[src/rtl/ates_pkg.sv]
// Shared types, codes and constants for the terminal screen engine.
`default_nettype none

package ates_pkg;

   // Default geometry.
   localparam int DEF_SCREEN_COLS = 80;
   localparam int DEF_SCREEN_ROWS = 24;
   localparam int DEF_TAB_WIDTH   = 8;

   // Fixed field widths.
   localparam int OPCODE_W = 1;
   localparam int BYTE_W   = 8;
   localparam int ROW_W    = 5;
   localparam int COL_W    = 7;
   localparam int CHAR_W   = 7;
   localparam int COLOR_W  = 4;
   localparam int MODE_W   = 2;
   localparam int PARAM_W  = 14;
   localparam int CELL_W   = CHAR_W + COLOR_W;

   localparam logic [OPCODE_W-1:0] OPCODE_READ = 1'b1;

   // Byte codes.
   localparam logic [BYTE_W-1:0] CHAR_BEL    = 8'h07;
   localparam logic [BYTE_W-1:0] CHAR_BS     = 8'h08;
   localparam logic [BYTE_W-1:0] CHAR_TAB    = 8'h09;
   localparam logic [BYTE_W-1:0] CHAR_LF     = 8'h0A;
   localparam logic [BYTE_W-1:0] CHAR_CR     = 8'h0D;
   localparam logic [BYTE_W-1:0] CHAR_ESC    = 8'h1B;
   localparam logic [BYTE_W-1:0] CHAR_ZERO   = 8'h30;
   localparam logic [BYTE_W-1:0] CHAR_NINE   = 8'h39;
   localparam logic [BYTE_W-1:0] CHAR_SEMI   = 8'h3B;
   localparam logic [BYTE_W-1:0] CHAR_LBRACK = 8'h5B;
   localparam logic [BYTE_W-1:0] CHAR_BSLASH = 8'h5C;
   localparam logic [BYTE_W-1:0] CHAR_RBRACK = 8'h5D;
   localparam logic [BYTE_W-1:0] CHAR_DEL    = 8'h7F;
   localparam logic [BYTE_W-1:0] PRINT_LO    = 8'd32;
   localparam logic [BYTE_W-1:0] PRINT_HI    = 8'd126;
   localparam logic [BYTE_W-1:0] FINAL_LO    = 8'h40;
   localparam logic [BYTE_W-1:0] FINAL_HI    = 8'h7E;

   // CSI final bytes that do something.
   localparam logic [BYTE_W-1:0] FIN_SGR = 8'h6D;  // m
   localparam logic [BYTE_W-1:0] FIN_CUP = 8'h48;  // H
   localparam logic [BYTE_W-1:0] FIN_HVP = 8'h66;  // f
   localparam logic [BYTE_W-1:0] FIN_ED  = 8'h4A;  // J
   localparam logic [BYTE_W-1:0] FIN_EL  = 8'h4B;  // K

   localparam logic [CHAR_W-1:0] CHAR_SPACE = 7'h20;
   localparam logic [CHAR_W-1:0] CHAR_QMARK = 7'h3F;

   localparam logic [COLOR_W-1:0] COLOR_WHITE = 4'd8;
   localparam logic [COLOR_W-1:0] COLOR_NONE  = 4'd0;

   localparam logic [PARAM_W-1:0] PARAM_MAX      = 14'h3FFF;
   localparam logic [PARAM_W-1:0] SGR_RESET      = 14'd0;
   localparam logic [PARAM_W-1:0] SGR_FG_LO      = 14'd30;
   localparam logic [PARAM_W-1:0] SGR_FG_HI      = 14'd37;
   localparam logic [PARAM_W-1:0] SGR_FG_DEFAULT = 14'd39;
   localparam logic [PARAM_W-1:0] ED_ALL         = 14'd2;
   localparam logic [PARAM_W-1:0] EL_TO_END      = 14'd0;
   localparam logic [PARAM_W-1:0] EL_ALL         = 14'd2;

   typedef enum logic [MODE_W-1:0] {
      MODE_NORMAL = 2'd0,
      MODE_ESC    = 2'd1,
      MODE_CSI    = 2'd2,
      MODE_OSC    = 2'd3
   } mode_type;

   typedef enum logic [3:0] {
      ST_INIT,
      ST_IDLE,
      ST_DECODE,
      ST_LF,
      ST_SWEEP,
      ST_PUT,
      ST_TAB,
      ST_BS,
      ST_READ,
      ST_WIPE,
      ST_DONE
   } ctl_state_type;

   // Work that a decoded transaction still needs after its parser update.
   typedef enum logic [3:0] {
      ACT_DONE,
      ACT_LF,
      ACT_LF_PUT,
      ACT_PUT,
      ACT_TAB,
      ACT_BS,
      ACT_SWEEP,
      ACT_WIPE,
      ACT_READ
   } act_type;

   typedef struct packed {
      logic load;
      logic decode;
      logic lf;
      logic sweep;
      logic put;
      logic tab;
      logic bs;
      logic read;
      logic wipe;
      logic out_load;
   } cmd_type;

   typedef struct packed {
      act_type act;
      logic    lf_scroll;
      logic    sweep_last;
      logic    tab_last;
      logic    wipe_last;
      logic    out_free;
   } status_type;

endpackage

`default_nettype wire

[src/rtl/ates_ctrl.sv]
// Sequencer that steps one transaction through decode, cell writes and reply.
`default_nettype none

module ates_ctrl (
   input  wire logic                 clock,
   input  wire logic                 reset,
   input  wire logic                 req_valid,
   output      logic                 req_ready,
   input  wire ates_pkg::status_type status,
   output      ates_pkg::cmd_type    cmd
);

   ates_pkg::ctl_state_type state_ff, state_in;
   logic                    put_after_ff, put_after_in;

   always_ff @(posedge clock) begin
      if (reset) begin
         state_ff     <= ates_pkg::ST_INIT;
         put_after_ff <= 1'b0;
      end else begin
         state_ff     <= state_in;
         put_after_ff <= put_after_in;
      end
   end

   // Next state.
   always_comb begin
      state_in     = state_ff;
      put_after_in = put_after_ff;
      unique case (state_ff)
         ates_pkg::ST_INIT: begin
            if (status.wipe_last) state_in = ates_pkg::ST_IDLE;
         end
         ates_pkg::ST_IDLE: begin
            if (req_valid) state_in = ates_pkg::ST_DECODE;
         end
         ates_pkg::ST_DECODE: begin
            put_after_in = (status.act == ates_pkg::ACT_LF_PUT);
            unique case (status.act)
               ates_pkg::ACT_LF,
               ates_pkg::ACT_LF_PUT: state_in = ates_pkg::ST_LF;
               ates_pkg::ACT_PUT:    state_in = ates_pkg::ST_PUT;
               ates_pkg::ACT_TAB:    state_in = ates_pkg::ST_TAB;
               ates_pkg::ACT_BS:     state_in = ates_pkg::ST_BS;
               ates_pkg::ACT_SWEEP:  state_in = ates_pkg::ST_SWEEP;
               ates_pkg::ACT_WIPE:   state_in = ates_pkg::ST_WIPE;
               ates_pkg::ACT_READ:   state_in = ates_pkg::ST_READ;
               default:              state_in = ates_pkg::ST_DONE;
            endcase
         end
         ates_pkg::ST_LF: begin
            if (status.lf_scroll)  state_in = ates_pkg::ST_SWEEP;
            else if (put_after_ff) state_in = ates_pkg::ST_PUT;
            else                   state_in = ates_pkg::ST_DONE;
         end
         ates_pkg::ST_SWEEP: begin
            if (status.sweep_last) begin
               state_in = put_after_ff ? ates_pkg::ST_PUT : ates_pkg::ST_DONE;
            end
         end
         ates_pkg::ST_PUT:  state_in = ates_pkg::ST_DONE;
         ates_pkg::ST_TAB: begin
            if (status.tab_last) state_in = ates_pkg::ST_DONE;
         end
         ates_pkg::ST_BS:   state_in = ates_pkg::ST_DONE;
         ates_pkg::ST_READ: state_in = ates_pkg::ST_DONE;
         ates_pkg::ST_WIPE: begin
            if (status.wipe_last) state_in = ates_pkg::ST_DONE;
         end
         ates_pkg::ST_DONE: begin
            if (status.out_free) state_in = ates_pkg::ST_IDLE;
         end
         default: state_in = ates_pkg::ST_IDLE;
      endcase
   end

   // Outputs.
   always_comb begin
      cmd       = '0;
      req_ready = 1'b0;
      unique case (state_ff)
         ates_pkg::ST_INIT:   cmd.wipe = 1'b1;
         ates_pkg::ST_IDLE: begin
            req_ready = 1'b1;
            cmd.load  = req_valid;
         end
         ates_pkg::ST_DECODE: cmd.decode   = 1'b1;
         ates_pkg::ST_LF:     cmd.lf       = 1'b1;
         ates_pkg::ST_SWEEP:  cmd.sweep    = 1'b1;
         ates_pkg::ST_PUT:    cmd.put      = 1'b1;
         ates_pkg::ST_TAB:    cmd.tab      = 1'b1;
         ates_pkg::ST_BS:     cmd.bs       = 1'b1;
         ates_pkg::ST_READ:   cmd.read     = 1'b1;
         ates_pkg::ST_WIPE:   cmd.wipe     = 1'b1;
         ates_pkg::ST_DONE:   cmd.out_load = status.out_free;
         default:             cmd          = '0;
      endcase
   end

endmodule

`default_nettype wire

[config.mk]
export PLATFORM = sky130hd
export DESIGN_NAME = ates_ctrl
export DESIGN_NICKNAME = d
export VERILOG_FILES = /design/src/rtl/ates_pkg.sv /design/src/rtl/ates_ctrl.sv
export SDC_FILE = /design/constraint.sdc
export NUM_CORES = 1
export LEC_CHECK = 0
export BUFFER_PORTS_ARGS = -buffer_cell sky130_fd_sc_hd__buf_2
export CELL_PAD_IN_SITES_DETAIL_PLACEMENT = 0
export CELL_PAD_IN_SITES_GLOBAL_PLACEMENT = 1
export CORE_UTILIZATION = 33
export DETAILED_ROUTE_END_ITERATION = 12
export GPL_ROUTABILITY_DRIVEN = 0
export PLACE_DENSITY = 0.84
export RECOVER_POWER = 100
export SYNTH_ARGS = -nofsm -noshare
export SYNTH_HDL_FRONTEND = slang
export SYNTH_SLANG_ARGS = --single-unit
[constraint.sdc]
create_clock -name clock -period 2.34 [get_ports clock]
set_input_delay 0.351 -clock clock [delete_from_list [all_inputs] [get_ports clock]]
set_output_delay 0.351 -clock clock [all_outputs]
set_load 0.02 [all_outputs]
# --- After elaboration in Yosys (flattened, before gate mapping) ---
# Memory sizes are Yosys's and may differ from the RTL's.
# Index checks and enable logic that the tools add are counted.
op_classes:
  add_sub_neg: 0
  multipliers: 0
  n_div: 0
  magnitude_cmp: 0
  eq_ne: 17
  shift: 0
  n_mux: 20
  bitwise: 0
  n_reduce_logical: 4
op_table:
  columns: ["cell", "count"]
  rows:
  - ["one-hot mux 4 bit (9 select lines)", 1]
  - ["two-way mux 4 bit", 8]
  - ["equality test 4 x 3 -> 1 bit (second input constant)", 4]
  - ["equality test 4 x 2 -> 1 bit (second input constant)", 3]
  - ["equality test 4 bit (second input constant)", 3]
  - ["!= test 2 bit (second input constant)", 6]
  - ["two-way mux 1 bit", 11]
  - ["AND reduction 6 bit", 1]
  - ["equality test 4 x 1 -> 1 bit (second input constant)", 1]
  - ["zero test 4 bit", 1]
  - ["OR reduction 3 bit", 1]
  - ["OR reduction 2 bit", 1]
word_totals:
  regBits: 5
  latch_bits: 0
  ram_bits: 0
  romBits: 64
  output_inout_bits: 11
  word_cells: 44
  mem_count: 1
mem_list:
  columns: ["memory", "words", "word_bits", "read_ports", "rd_ports_with_merged_regs", "wr", "line", "text"]
  rows:
  - ["(name not given)", 16, 4, 1, 0, 0, "ates_ctrl.sv:39", "unique case (status.act)"]

# --- Longest topological paths before layout ---
logic_depth:
  word_depth: 3
  ltp_mapped: 7
  ltp_nobuf: 6

# --- Least setup slack after synthesis ---
# No wires, ideal clock.
synth_timing:
  path_kind: "reg-to-output"
  start: "register state_ff[2]"
  end: "output port cmd[9] in the netlist's numbering"
  arrival_ns: 1.507
  slack_ns: 0.482
  stages_incl_launch_ff: 5
  path_buffers: 1
  cell_sequence: "dfxtp_1 > buf_2 > nand2b_1 > nor3_1 > and2_1"
synth_lines:
  columns: ["item", "line", "text"]
  rows:
  - ["from (decl)", "ates_ctrl.sv:13", "ates_pkg::ctl_state_type state_ff, state_in;"]
  - ["from (signal assigned)", "ates_ctrl.sv:18", "state_ff <= ates_pkg::ST_INIT;"]
  - ["from (signal assigned)", "ates_ctrl.sv:21", "state_ff <= state_in;"]
  - ["to (decl)", "ates_ctrl.sv:10", "output ates_pkg::cmd_type cmd"]

==> flow_summary.ini <==
[logic_synthesis]
syn-instance-count = 81
post-synth-top-area-fraction_pct = 18.3
syn-num-nets = 93
ys_types = 32
yosysWarnings = 0
syn-cell-area_um2 = 547
ys_seq_elements = 5
ys_top_cells_by_area = dfxtp_1, nor2_1, nor3_1
seq_area_frac_synth_pct = 18.3
synth_top_area_cell = dfxtp_1
synth.avg_cell_area_um2 = 6.75

[clock_tree]
h-tree-depth = 1
cts_setup_buffers = 0
cts_root_buffer = clkbuf_4
cts_tree = built
cts.path.max_buffers = 2
clock_latency_ps = 240
cts-resized-gates = 0
cts_made_buffers = 3
hold_buffers = 0
cts.clk_slew.worst_paths_ps = 40
cts_sinks = 5

[sta]
clock_skew_ps = 0.521
fin_ws_ps = 236
fmax_mhz = 475
timing.final.max_slew_violations = 0
maxSlewHeadroom_pct = 68.4
tightest_slew_ps = 473
timing.hold.ws_ps = 334
final-setup-viol-count = 0
tns_ps = 0
hold_viol = 0
rsz0062_at_grt = false
min_period_ps = 2100
finalCritPeriodShare_pct = 89.9

[pwr]
p_per_area_mw_per_mm2 = 767
power.total_mw = 0.506
p_leak_nw = 0.257
vdd_drop_max_mv = 0.279

[layout]
nets = 115
layout_common_cells = buf_2, nor2_1, clkbuf_1
nFillCells = 181
final_common_cell = buf_2
diodes = 0
drive_above_1_share_pct = 21.6
fin_area_um2 = 661
area_delta_synth_final_pct = 20.8

[floorplanning]
num_rows = 14
die-area_mm2 = 0.00182
die_y_um = 42.7
ios = 23
core_area_mm2 = 0.00152
start_util_pct = 35.9
fp.dieW_um = 42.7

[placed_design]
port_buffers = 22
place_ws_ps = 420
dpl_cell_area_um2 = 652
hpwlAfterDp_mm = 1.11

[min_path]
hp-start = reset
holdPathStages = 2
whs_endpoint = state_ff[2]
hold_path.class = in -> reg

[setup_path]
crit_type = reg -> out
worstRegToRegCells = 5
r2r_setup_slack_ps = 400
rr_startpoint = state_ff[1]
end_kind = output port
crit_fanout = 15
r2r-end = state_ff[1]
required_ps = 1990
startpoint_type = flip-flop
arrival_ps = 1750

[grt]
grt_start_max_net_pins = 16
antenna_found_initial = 0
overflow = 0
grtUsageTotal_pct = 17.3
grt_pass1_vias = 565
grt_pass1_wl_mm = 2.40

[drt]
wirelength_mm = 1.45
drtPass1Iterations = 4
drc = 0
first_iter_violations = 20
ant_nets = 0
num_vias = 669
routedWlPerCell_um = 12.3
post_drt_via_cell_ratio = 5.67

[outcome]
status = complete, no violations

[run]
drv_cap = 0
==> worst max-delay path: stages, from the launching register on <==
cell      delay, ps
dfxtp_1         610
nand2b_2        160
or3_1           420
inv_1           100
clkbuf_1        230
==> registers in the layout, indices dropped and copies added, names as in the netlist <==
register / count
put_after_ff: 1
state_ff: 4
==> synth_stat cells <==
cell       n
nand2b_1   4
mux2_2     1
nor2_1    12
nor2b_1    1
nand2_1    6
nor4bb_1   1
o32ai_1    1
o221ai_1   1
and4_1     1
or3_1      2
nor4_1     2
xnor2_1    1
nor3b_1    1
o41ai_2    1
nor3_1     8
o21ai_1    1
and2_1     2
dfxtp_1    5
o22ai_1    1
o21ai_0    3
nand2b_2   1
and3_1     1
nor4b_1    1
a221oi_2   1
o211ai_1   1
a311o_1    1
or2_2      1
a21oi_1    4
o221a_2    2
inv_1      5
nand3_1    3
buf_2      5
==> through the flow <==
stage          util, %  std cells
2_1_floorplan        -         81
3_3_place_gp      42.8        114
3_5_place_dp      42.8        114
4_1_cts           44.5        118
5_1_grt           43.3        118
6_report          43.3        118
==> power breakdown <==
group | total [mW] | internal, mW | switching (mW)
clock network | 0.101 | 0.0646 | 0.0367
logic | 0.262 | 0.103 | 0.158
registers | 0.144 | 0.0994 | 0.0442
==> worst max-delay path by stage <==
stage                            from          end  slack, ps  depth (start not counted)
after global routing      state_ff[1]       cmd[8]         80                          4
after floorplan           state_ff[2]       cmd[9]        480                          4
after global placement    state_ff[1]  state_ff[0]        420                          5
after detailed placement  state_ff[1]  state_ff[0]        420                          5
final                     state_ff[1]       cmd[8]        240                          4
after CTS                 state_ff[1]       cmd[8]        280                          4
==> final cells by class <==
cell class / instances / area (um2) / area share (%)
repair buffers: 22 / 98.8 / 15.0
clock buffers: 4 / 26.3 / 3.98
inverters: 5 / 18.8 / 2.84
flip-flops and latches: 5 / 100 / 15.2
well taps: 16 / 20.0 / 3.03
multi-input cells: 66 / 397 / 60.0
==> layer usage <==
layer,up-vias,GRT usage (%),share of wire [%]
li1,338,-,-
met1,311,23.0,47
met2,20,27.6,48
met3,0,3.83,4.9
met4,0,5.63,0
met5,-,0,0
==> logic make-up (layout without fill, tap and decap cells) <==
family	Yosys count	count (layout)	synth area share (%)
simple gates	47	47	45.3
flops	5	5	18.3
compound gates	17	17	24.7
buf+inv	10	31	8.01
mux	1	1	2.06
xor+xnor	1	1	1.60
No activity file was read; power rests on OpenSTA's default activity.
